===== config.mk =====
export PLATFORM = sky130hd
export DESIGN_NAME = wildcard_byte_signature_scan
export DESIGN_NICKNAME = d
export VERILOG_FILES = /design/src/rtl/core/wbss_pkg.sv /design/src/rtl/core/wbss_cell.sv /design/src/rtl/core/wbss_out.sv /design/src/rtl/core/wildcard_byte_signature_scan.sv
export SDC_FILE = /design/constraint.sdc
export NUM_CORES = 1
export LEC_CHECK = 0
export ABC_CLOCK_PERIOD_IN_PS = 13250
export BUFFER_PORTS_ARGS = -buffer_cell sky130_fd_sc_hd__buf_2
export CAP_MARGIN = 15
export CORE_ASPECT_RATIO = 0.9
export CORE_MARGIN = 1.5
export CORE_UTILIZATION = 25
export DETAILED_ROUTE_END_ITERATION = 8
export HOLD_SLACK_MARGIN = 0.02
export PLACE_DENSITY = 0.42
export SLEW_MARGIN = 20
export SYNTH_ARGS = -nofsm -noshare
export SYNTH_HDL_FRONTEND = slang
export SYNTH_SLANG_ARGS = --single-unit
export TNS_END_PERCENT = 50

===== constraint.sdc =====
create_clock -name clk -period 13.25 [get_ports clk]
set_input_delay 1.9875 -clock clk [delete_from_list [all_inputs] [get_ports clk]]
set_output_delay 1.9875 -clock clk [all_outputs]
set_load 0.03 [all_outputs]

===== src/rtl/core/wbss_pkg.sv =====
// Package for the wildcard byte signature scanner: register indexes,
// shared types and the per-position compare used by the window cells.
// No dependencies.
package wbss_pkg;

  // Signature storage and result widths
  localparam int SIG_BYTES       = 16;
  localparam int SIG_BITS        = SIG_BYTES * 8;
  localparam int LEN_BITS        = 5;
  localparam int ADDR_BITS       = 64;
  localparam int RES_DATA_BITS   = 72;
  localparam int DEF_MAX_PATTERN = 16;
  localparam int DEF_OFFSET_BITS = 32;

  // Configuration register indexes
  typedef enum logic [2:0] {
    REG_PATTERN_LOW    = 3'd0,
    REG_PATTERN_HIGH   = 3'd1,
    REG_CARE_MASK      = 3'd2,
    REG_PATTERN_LENGTH = 3'd3,
    REG_REGION_BASE    = 3'd4
  } reg_index_t;

  // Signature setup seen by every cell; len is already clamped to 1..MAX
  typedef struct packed {
    logic [SIG_BITS-1:0]  pattern;
    logic [SIG_BYTES-1:0] care;
    logic [LEN_BITS-1:0]  len;
  } sig_cfg_t;

  // Result item, packed so that found sits in bit 0
  typedef struct packed {
    logic [RES_DATA_BITS-ADDR_BITS-3:0] pad;
    logic                               several_matches;
    logic [ADDR_BITS-1:0]               first_match_address;
    logic                               found;
  } result_t;

  // Mismatch of the byte steps places back against its signature position.
  // Position len-1-steps compares with it; distances beyond the length never miss.
  function automatic logic pos_miss(input logic [7:0] b, input logic [LEN_BITS-1:0] steps,
                                    input sig_cfg_t cfg);
    logic [LEN_BITS-1:0] p;
    logic                active;
    p      = cfg.len - 5'd1 - steps;
    active = (steps < cfg.len);
    return active && cfg.care[p[3:0]] && (b != cfg.pattern[p[3:0]*8 +: 8]);
  endfunction

endpackage


===== src/rtl/core/wbss_cell.sv =====
// One window cell: holds the byte DIST steps back and checks it against
// its signature position. Depends on wbss_pkg.
module wbss_cell
  import wbss_pkg::*;
#(
  parameter int DIST = 1
) (
  input  logic     clk,
  input  logic     shift,
  input  logic [7:0] byte_in,
  input  sig_cfg_t cfg,
  output logic [7:0] byte_out,
  output logic     miss
);

  logic [7:0] win_byte;

  // Shift register stage, moves one place per accepted item
  always_ff @(posedge clk) begin
    if (shift) begin
      win_byte <= byte_in;
    end
  end

  assign byte_out = win_byte;
  assign miss     = pos_miss(win_byte, LEN_BITS'(DIST), cfg);

endmodule


===== src/rtl/core/wbss_out.sv =====
// Result output register with one skid slot, so scanning goes on while a
// result waits downstream. Depends on wbss_pkg.
module wbss_out
  import wbss_pkg::*;
(
  input  logic                     clk,
  input  logic                     rst,
  input  logic                     load,
  input  result_t                  load_res,
  input  logic                     m_tready,
  output logic                     m_tvalid,
  output logic [RES_DATA_BITS-1:0] m_tdata,
  output logic                     full
);

  logic    out_valid;
  logic    skid_valid;
  result_t out_res;
  result_t skid_res;
  logic    take;

  assign take = out_valid & m_tready;

  // Control: load goes to the output slot when it frees, else to the skid slot
  always_ff @(posedge clk) begin
    if (rst) begin
      out_valid  <= 1'b0;
      skid_valid <= 1'b0;
    end else if (load) begin
      if (!out_valid || take) begin
        out_valid <= 1'b1;
      end else begin
        skid_valid <= 1'b1;
      end
    end else if (take) begin
      if (skid_valid) begin
        skid_valid <= 1'b0;
      end else begin
        out_valid <= 1'b0;
      end
    end
  end

  // Payload
  always_ff @(posedge clk) begin
    if (load) begin
      if (!out_valid || take) begin
        out_res <= load_res;
      end else begin
        skid_res <= load_res;
      end
    end else if (take && skid_valid) begin
      out_res <= skid_res;
    end
  end

  assign m_tvalid = out_valid;
  assign m_tdata  = out_res;
  assign full     = skid_valid;

endmodule


===== src/rtl/core/wildcard_byte_signature_scan.sv =====
// Top level of the wildcard byte signature scanner: byte window cell chain,
// match bookkeeping and result queue. Depends on wbss_pkg, wbss_cell, wbss_out.
//
//  channel   dir  signals                           contents
//  s_*       in   s_tvalid s_tready s_tdata s_tlast region bytes
//  m_*       out  m_tvalid m_tready m_tdata         one result per region
//  cfg_*     in   cfg_valid cfg_ready cfg_index/data register writes
//
// One byte per cycle; every window position is compared in the same cycle
// the byte arrives, the incoming byte directly and each earlier one by its cell.
// A result is loaded on the region's last byte; with the output register and
// its skid slot both full, s_tready drops until it is taken. Synchronous reset
// clears counters, match flags, queue, pattern, base; care to ones, length 1.
module wildcard_byte_signature_scan
  import wbss_pkg::*;
#(
  parameter int MAX_PATTERN = DEF_MAX_PATTERN,
  parameter int OFFSET_BITS = DEF_OFFSET_BITS
) (
  input  logic                     clk,
  input  logic                     rst,
  // slave: [7:0] data_byte
  input  logic                     s_tvalid,
  output logic                     s_tready,
  input  logic [7:0]               s_tdata,
  input  logic                     s_tlast,
  // master: [0] found, [64:1] first_match_address, [65] several_matches
  output logic                     m_tvalid,
  input  logic                     m_tready,
  output logic [RES_DATA_BITS-1:0] m_tdata,
  // configuration writes
  input  logic                     cfg_valid,
  output logic                     cfg_ready,
  input  logic [2:0]               cfg_index,
  input  logic [63:0]              cfg_data
);

  localparam logic [OFFSET_BITS-1:0] COUNT_MAX = {OFFSET_BITS{1'b1}};

  // Configuration registers
  logic [63:0]          pattern_low;
  logic [63:0]          pattern_high;
  logic [SIG_BYTES-1:0] care_mask;
  logic [LEN_BITS-1:0]  pattern_length;
  logic [63:0]          region_base;

  // Scan state
  logic [OFFSET_BITS-1:0] bytes_seen;
  logic                   match_seen;
  logic [OFFSET_BITS-1:0] first_offset;
  logic                   more_than_one;

  sig_cfg_t               cfg;
  logic [LEN_BITS-1:0]    len_used;
  logic [7:0]             chain [MAX_PATTERN];
  logic [MAX_PATTERN-1:0] miss;
  logic                   accept;
  logic                   hit;
  logic [OFFSET_BITS-1:0] need;
  logic [OFFSET_BITS-1:0] cur_offset;
  logic [OFFSET_BITS-1:0] res_offset;
  logic                   out_full;
  result_t                res;

  assign cfg_ready = 1'b1;

  // Register writes
  always_ff @(posedge clk) begin
    if (rst) begin
      pattern_low    <= '0;
      pattern_high   <= '0;
      care_mask      <= '1;
      pattern_length <= LEN_BITS'(1);
      region_base    <= '0;
    end else if (cfg_valid) begin
      unique case (cfg_index)
        REG_PATTERN_LOW:    pattern_low    <= cfg_data;
        REG_PATTERN_HIGH:   pattern_high   <= cfg_data;
        REG_CARE_MASK:      care_mask      <= cfg_data[SIG_BYTES-1:0];
        REG_PATTERN_LENGTH: pattern_length <= cfg_data[LEN_BITS-1:0];
        REG_REGION_BASE:    region_base    <= cfg_data;
        default: ;
      endcase
    end
  end

  // Length in use: zero acts as one, above the maximum acts as the maximum
  always_comb begin
    if (pattern_length == '0) begin
      len_used = LEN_BITS'(1);
    end else if (pattern_length > LEN_BITS'(MAX_PATTERN)) begin
      len_used = LEN_BITS'(MAX_PATTERN);
    end else begin
      len_used = pattern_length;
    end
  end

  assign cfg.pattern = {pattern_high, pattern_low};
  assign cfg.care    = care_mask;
  assign cfg.len     = len_used;

  assign s_tready = ~out_full;
  assign accept   = s_tvalid & s_tready;

  // Distance zero is the incoming byte itself
  assign chain[0] = s_tdata;
  assign miss[0]  = pos_miss(s_tdata, LEN_BITS'(0), cfg);

  // Cell chain for distances 1 .. MAX_PATTERN-1
  for (genvar k = 1; k < MAX_PATTERN; k++) begin : g_cell
    wbss_cell #(
      .DIST(k)
    ) u_cell (
      .clk     (clk),
      .shift   (accept),
      .byte_in (chain[k-1]),
      .cfg     (cfg),
      .byte_out(chain[k]),
      .miss    (miss[k])
    );
  end

  // Match needs len-1 earlier bytes of this region
  assign need       = OFFSET_BITS'(len_used - LEN_BITS'(1));
  assign hit        = (bytes_seen >= need) && (miss == '0);
  assign cur_offset = bytes_seen - need;

  // Scan state update
  always_ff @(posedge clk) begin
    if (rst) begin
      bytes_seen    <= '0;
      match_seen    <= 1'b0;
      first_offset  <= '0;
      more_than_one <= 1'b0;
    end else if (accept) begin
      if (s_tlast) begin
        bytes_seen    <= '0;
        match_seen    <= 1'b0;
        first_offset  <= '0;
        more_than_one <= 1'b0;
      end else begin
        if (bytes_seen != COUNT_MAX) begin
          bytes_seen <= bytes_seen + OFFSET_BITS'(1);
        end
        if (hit) begin
          if (match_seen) begin
            more_than_one <= 1'b1;
          end else begin
            match_seen   <= 1'b1;
            first_offset <= cur_offset;
          end
        end
      end
    end
  end

  // Result of the region, including this last byte
  assign res_offset = match_seen ? first_offset : cur_offset;

  always_comb begin
    res                 = '0;
    res.found           = match_seen | hit;
    res.several_matches = more_than_one | (match_seen & hit);
    res.first_match_address = (match_seen | hit) ?
                              region_base + ADDR_BITS'(res_offset) : '0;
  end

  wbss_out u_out (
    .clk     (clk),
    .rst     (rst),
    .load    (accept & s_tlast),
    .load_res(res),
    .m_tready(m_tready),
    .m_tvalid(m_tvalid),
    .m_tdata (m_tdata),
    .full    (out_full)
  );

endmodule


== Word-level counts from Yosys, hierarchy flattened ==
Index checks and enable logic that the tools add are counted.
Widths: inputs -> output; s select.

* Bits in registers: 539
* Output and inout bits: 75
* Bits of input ports: 81

* Shift operators: 16
* $lt $le $gt $ge: 34
* Add/subtract/negate cells: 20
* Bitwise operators: 8
* Reductions and logical operators: 56
* Equality and inequality tests: 24
* Mux-type cells: 55

{| class="wikitable"
|+ Operators by type and width
! cell !! count
|-
| $shiftx 128x8->8 || 16
|-
| $mux 72 || 3
|-
| $mux 32 || 5
|-
| $ne 8x8->1 || 16
|-
| $lt 4x5->1 const B || 16
|-
| $add 64x32->64 || 1
|-
| $bmux 1 s4 || 16
|-
| $mux 64 || 1
|-
| $lt 4x5->1 const A || 8
|-
| $logic_and 1x1->1 || 34
|-
| $add 32x1->32 const B || 1
|-
| $ge 32x32->1 || 1
|-
| $ne 32x32->1 const B || 1
|-
| $sub 32x32->32 || 1
|-
| $sub 4x4->4 const B || 8
|-
| $mux 1 || 28
|-
| $lt 3x5->1 const A || 4
|-
| $reduce_and 2->1 || 10
|-
| $logic_not 16->1 || 1
|-
| $sub 4x3->4 const B || 4
|-
| $lt 1x5->1 const A || 2
|-
| $lt 2x5->1 const A || 2
|-
| $mux 5 || 2
|-
| $reduce_bool 2->1 || 5
|-
| other kinds (17) || 27
|}

== Longest topological paths before layout ==
* Word-level depth: 15
* Gate-level depth with buffers: 37
* Depth with buffers taken out: 29

== By module ==
From an unflattened synthesis, not the netlist that was laid out.

* Cell total of the unflattened synthesis: 4165
* Area total of the unflattened synthesis: 45693.8 µm²

{| class="wikitable"
|+ By module, submodules not included
! module !! sequential area each (µm²) !! cells each !! area each (µm²) !! times used
|-
| wildcard_byte_signature_scan || 5585.4 || 2167 || 16166.8 || 1
|-
| wbss_out || 4364.2 || 237 || 5408.9 || 1
|-
| wbss_cell at g_cell[11].u_cell || 240.2 || 160 || 1716.6 || 1
|-
| wbss_cell at g_cell[15].u_cell || 240.2 || 139 || 1715.4 || 1
|-
| wbss_cell at g_cell[8].u_cell || 240.2 || 122 || 1664.1 || 1
|-
| wbss_cell at g_cell[3].u_cell || 240.2 || 136 || 1655.3 || 1
|-
| wbss_cell at g_cell[12].u_cell || 240.2 || 136 || 1642.8 || 1
|-
| wbss_cell at g_cell[4].u_cell || 240.2 || 114 || 1626.6 || 1
|-
| wbss_cell at g_cell[1].u_cell || 240.2 || 99 || 1595.3 || 1
|-
| wbss_cell at g_cell[7].u_cell || 240.2 || 115 || 1589.0 || 1
|-
| wbss_cell at g_cell[5].u_cell || 240.2 || 98 || 1585.3 || 1
|-
| wbss_cell at g_cell[6].u_cell || 240.2 || 109 || 1571.5 || 1
|-
| wbss_cell at g_cell[14].u_cell || 240.2 || 110 || 1570.3 || 1
|-
| wbss_cell at g_cell[9].u_cell || 240.2 || 118 || 1565.3 || 1
|-
| +3 rows || - || - || - || -
|}

== Worst setup path after synthesis ==
OpenSTA, ideal clock, no wires.

* Path kind: input to register
* From: input s_tvalid
* To: register u_out.out_res (netlist bit u_out.m_tdata[0]) (enable)
* Buffers on the path: 2
* Required time: 12.738 ns
* Arrival: 9.524 ns
* Setup time: 0.512 ns
* Slack: 3.214 ns
* Stages: 6
* Path through: nor2b_1 -> clkbuf_1 -> and2_1 -> clkbuf_1 -> a21oi_1 -> a21oi_1

* Cells in the longest elaborated chain, start to end: 4
* Elaborated cells between the ends (all ways): 5
* Those cells by class: 1 x eq/ne; 2 x bitwise; 2 x reduce/logical

{| class="wikitable"
|+ Ends and longest elaborated chain
! element !! RTL line !! text
|-
| from (decl) || wildcard_byte_signature_scan.sv:23 || <nowiki>input logic s_tvalid,</nowiki>
|-
| $and 1x1->1 * || wildcard_byte_signature_scan.sv:103 || <nowiki>assign accept = s_tvalid & s_tready;</nowiki>
|-
| via accept || wildcard_byte_signature_scan.sv:57 || <nowiki>logic accept;</nowiki>
|-
| $and 1x1->1 * || wildcard_byte_signature_scan.sv:171 || <nowiki>.load (accept & s_tlast),</nowiki>
|-
| $ne 2x2->1 (no source line) / $reduce_bool 2->1 (equally long branches) || - ||
|-
| $reduce_and 2->1 (no source line) * || - ||
|-
| to (signal assigned) || wbss_out.sv:48 || <nowiki>out_res <= load_res;</nowiki>
|-
| to (signal assigned) || wbss_out.sv:53 || <nowiki>out_res <= skid_res;</nowiki>
|-
| to (decl) || wbss_out.sv:18 || <nowiki>result_t out_res;</nowiki>
|}

Mark *: on every way through the listed nets, which the timed path passes. The rest lies on a longest branch.
A chain may end at the register's enable or synchronous reset.

== Worst setup path after layout ==
* From: register pattern_length[2]
* To: register u_out.out_res (netlist bit u_out.m_tdata[29]) (data pin)

* Cells in the longest elaborated chain, start to end: 15
* Elaborated cells between the ends (all ways): 143
* Those cells by class: 19 x add/sub; 18 x order compare; 16 x eq/ne; 16 x shift; 38 x mux; 1 x bitwise; 35 x reduce/logical

{| class="wikitable"
|+ Ends and longest elaborated chain
! element !! RTL line !! text
|-
| from (decl) || wildcard_byte_signature_scan.sv:44 || <nowiki>logic [LEN_BITS-1:0] pattern_length;</nowiki>
|-
| from (signal assigned) || wildcard_byte_signature_scan.sv:80 || <nowiki>REG_PATTERN_LENGTH: pattern_length <= cfg_data[LEN_BITS-1:0];</nowiki>
|-
| $gt 5x5->1 || wildcard_byte_signature_scan.sv:91 || <nowiki>end else if (pattern_length > LEN_BITS'(MAX_PATTERN)) begin</nowiki>
|-
| $mux 5 || wildcard_byte_signature_scan.sv:91 ||
|-
| $mux 5 * || wildcard_byte_signature_scan.sv:89 || <nowiki>if (pattern_length == '0) begin</nowiki>
|-
| parallel branches: the longest is 9 deep, another holds $add 64x32->64 || - ||
|-
| $mux 64 * || wildcard_byte_signature_scan.sv:164 || <nowiki>res.first_match_address = (match_seen | hit) ?</nowiki>
|-
| $mux 72 * || wbss_out.sv:47 || <nowiki>if (!out_valid || take) begin</nowiki>
|-
| $mux 72 * || wbss_out.sv:46 || <nowiki>if (load) begin</nowiki>
|}

Every way passes the cells marked *. The select of a mux whose other input is x is not followed.

==> run_results.csv <==
group,metric,value,unit
floorplan,coreArea,0.135,mm²
global_routing,grt_usage,19.7,%
floorplan,die-width,392,µm
logic_synthesis,ys_ff_latch,533,
setup_path,slowest_stage,"nand2_1",
sta,hold_viol_final,0,
cts,post_cts.repair.setup_buffers,0,
min_path,worstHoldPathType,"flip-flop to flip-flop",
sta,drv_slew,0,
logic_synthesis,synth_warnings,0,
routing,wl_per_cell,25.2,µm
sta,setup_ws,3700,ps
sta,skew,68.4,ps
status,status,"finished, final reports clean",
sta,tns,0,ps
placement,place.gp.congestion,0.915,
cts,root_buffer,"clkbuf_16",
logic_synthesis,synth_cell_type_count,80,
floorplan,die-area,0.138,mm²
cts,clock_sinks,533,
sta,rsz0062_at_grt,"no",
cts,cts_tree,"yes",
floorplan,io_pins,156,
min_path,holdPathEnd,"first_offset[31]$_SDFFE_PP0P_",
floorplan,die_h,353,µm
setup_path,rrSetupSlack,3700,ps
setup_path,cp-end-kind,"flip-flop",
sta,worst_pin_slew,1090,ps
logic_synthesis,synth-edff-count,252,
cts,clkLatencyLatePin,710,ps
logic_synthesis,synth_top_cell_area_share,22.3,%
logic_synthesis,avgSynthCellArea,9.21,µm²
setup_path,worstRegToRegCells,19,
cts,cts.repair.resized,0,
cts,cts.clk_slew.worst_paths,70,ps
sta,setup_viol,0,
routing,drt-vias-per-instance,5.24,
setup_path,r2r_start,"pattern_length[2]$_SDFFE_PP0P_",
placement,port_buffers,148,
logic_synthesis,muxShareOfSynthArea,13.5,%
global_routing,grt_pass1_vias,27000,
setup_path,worstPathRequired,13770,ps
logic_synthesis,synth_area_leaders,"edfxtp_1 22%, dfxtp_1 17%, mux4_2 7.8%",
setup_path,critPathMaxFanout,54,
routing,antenna_left,0,
logic_synthesis,ys.flop_type,"dfxtp_1",
sta,slew_headroom,25.1,%
logic_synthesis,syn_inst,3689,
floorplan,num_rows,128,
logic_synthesis,synth_adder_area_share,3.20,%
logic_synthesis,synth_compound_area_share,17.6,%
logic_synthesis,synthArstFlopShare,0,%
setup_path,crit_type,"flip-flop to flip-flop",
setup_path,max_stage_delay,920,ps
logic_synthesis,ys_seq_area_share,38.8,%
routing,wirelength,140,mm
final_layout,area_delta_synth_final,13.7,%
global_routing,grt_max_degree,92,
placement,place_ws,3760,ps
setup_path,r2r_end,"u_out.m_tdata[29]$_DFFE_PP_",
setup_path,worstPathCellList,"nor4_4 > nor2_4 > inv_2 > ha_4 > inv_1 > buf_4 > ha_1 > nor3b_1 > a211oi_1 > nand4_1 > nand2_1 > a211oi_1 > o21a_1 > or4b_2 > o31ai_1 > o2111ai_1 > o41a_2 > buf_4 > o31ai_1",
global_routing,antenna_found_initial,8,
power,p_per_area,113,mW/mm²
global_routing,grt.overflow.total,0,
cts,numCtsBuffers,59,
floorplan,initial_utilization,25.1,%
placement,place_hpwl,103,mm
logic_synthesis,synth_xor_area_share,5.21,%
routing,first_pass_iters,8,
routing,drc,0,
final_layout,layout-drive-gt1-share,14.2,%
logic_synthesis,syn-cell-area,0.0340,mm²
min_path,worstHoldPathCells,1,
logic_synthesis,synthSimpleGateAreaFrac,18.1,%
job,maxCapViolations,0,
sta,min_period,9550,ps
routing,vias,29200,
logic_synthesis,synth_top_family_by_area,"simple AND/OR/NAND/NOR gates",
cts,h-tree-depth,2,
setup_path,crit_arrival,10070,ps
cts,cts_hold_buf,0,
final_layout,nNetsFinal,3855,
power,p_leak,14.2,nW
cts,clockBufferDepth,3,
setup_path,worst_setup_path_start_kind,"flip-flop",
power,peakVddDrop,0.000111,V
global_routing,grt_pass1_wl,200,mm
logic_synthesis,yosys.area.top_type,"edfxtp_1",
sta,fmax,0.105,GHz
min_path,min_from,"first_offset[31]$_SDFFE_PP0P_",
routing,drt_iter0_drc,3035,
sta,timing.final.crit_share,72.1,%
logic make-up (layout without fill, tap and decap cells):
family | Yosys count | count (layout)
simple gates | 1319 | 1319
compound gates | 936 | 936
flops | 533 | 533
mux | 307 | 307
buf+inv | 304 | 350
xor+xnor | 202 | 202
fa+ha+maj | 86 | 86
other cells | 2 | 8
area by class of cell:
type	instances	area [µm²]
Clock inverter	36	475
Sequential cell	533	13200
Clock buffer	76	1660
Fill cell	14400	96500
Antenna cell	1	2.50
Inverter	35	131
Timing Repair Buffer	203	1160
Multi-Input combinational cell	2857	19700
Tap cell	1820	2280
report_power, final:
group	internal, mW	leakage (nW)	switching, mW
Sequential	1.77	4.82	0.0576
Combinational	0.239	8.35	0.495
Clock	1.05	1.04	0.769
Total	3.06	14.2	1.32
cell usage in the layout, fill, tap and decap left out, types with 81 or more instances in the layout:
master    count
nand2_1     694
dfxtp_1     278
a21oi_1     273
edfxtp_1    252
o21ai_0     169
mux2i_1     168
a211oi_1    149
buf_2       147
nor2_1      145
xor2_1      125
mux4_2      118
ha_1         82
nand3_1      81
layer usage:
| layer | share of wire (%) | global-route usage, % | vias to the layer above |
|---|---|---|---|
| met1 | 47 | 28.9 | 14400 |
| met3 | 6.5 | 2.90 | 171 |
| li1 | - | - | 13500 |
| met2 | 44 | 29.8 | 1018 |
| met5 | 0 | 0 | - |
| met4 | 2.7 | 5.33 | 0 |
critical path, delay by kind of cell (launching register included):
| family | cells | cell delay (ps) |
|---|---|---|
| buffers and inverters | 4 | 1420 |
| adders and majority gates | 2 | 1110 |
| and+or+nand+nor | 6 | 3290 |
| AOI/OAI and AO/OA | 7 | 2770 |
| DFF | 1 | 700 |
synth_stat cells (all sizes together) (56+ instances only):
| cell type | count |
|---|---|
| clkbuf | 194 |
| xor2 | 125 |
| a211oi | 149 |
| mux2i | 168 |
| a21o | 56 |
| xnor2 | 77 |
| o21ai | 180 |
| dfxtp | 281 |
| buf | 75 |
| a21oi | 276 |
| nor2 | 147 |
| ha | 83 |
| nand2b | 81 |
| nand2 | 696 |
| edfxtp | 252 |
| nand3 | 82 |
| mux4 | 118 |
sequential cells by signal, indices dropped and copies added (netlist names):
name / flops
u_out.skid_res: 66
pattern_length: 5
region_base: 64
first_offset: 32
g_cell.u_cell.byte_out: 120
match_seen: 1
u_out.m_tvalid: 1
u_out.m_tdata: 66
bytes_seen: 32
care_mask: 16
pattern_high: 64
u_out.full: 1
pattern_low: 64
more_than_one: 1
worst max-delay path by stage:
stage / from / end / cells past startpoint
3_5_place_dp: pattern_length[2]$_SDFFE_PP0P_ / u_out.m_tdata[29]$_DFFE_PP_ / 19
5_1_grt: pattern_length[2]$_SDFFE_PP0P_ / u_out.m_tdata[33]$_DFFE_PP_ / 19
2_1_floorplan: s_tvalid / u_out.m_tdata[0]$_DFFE_PP_ / 6
3_3_place_gp: pattern_length[2]$_SDFFE_PP0P_ / first_offset[17]$_SDFFE_PP0P_ / 19
6_report: pattern_length[2]$_SDFFE_PP0P_ / u_out.m_tdata[29]$_DFFE_PP_ / 19
4_1_cts: pattern_length[2]$_SDFFE_PP0P_ / u_out.m_tdata[29]$_DFFE_PP_ / 19
per-stage QoR:
step           instances  util, %  total power [mW]  area [µm²]  hold WS (ps)
2_1_floorplan       3694        -              2.32       34000           416
3_3_place_gp        5448     27.0              2.60       36500           431
3_5_place_dp        5448     27.0              2.59       36500           438
4_1_cts             5560     28.6              4.43       38600           452
5_1_grt             5560     28.6              4.55       38600           454
6_report            5561     28.6              4.38       38600           452
(Power assumes the default switching activity.)
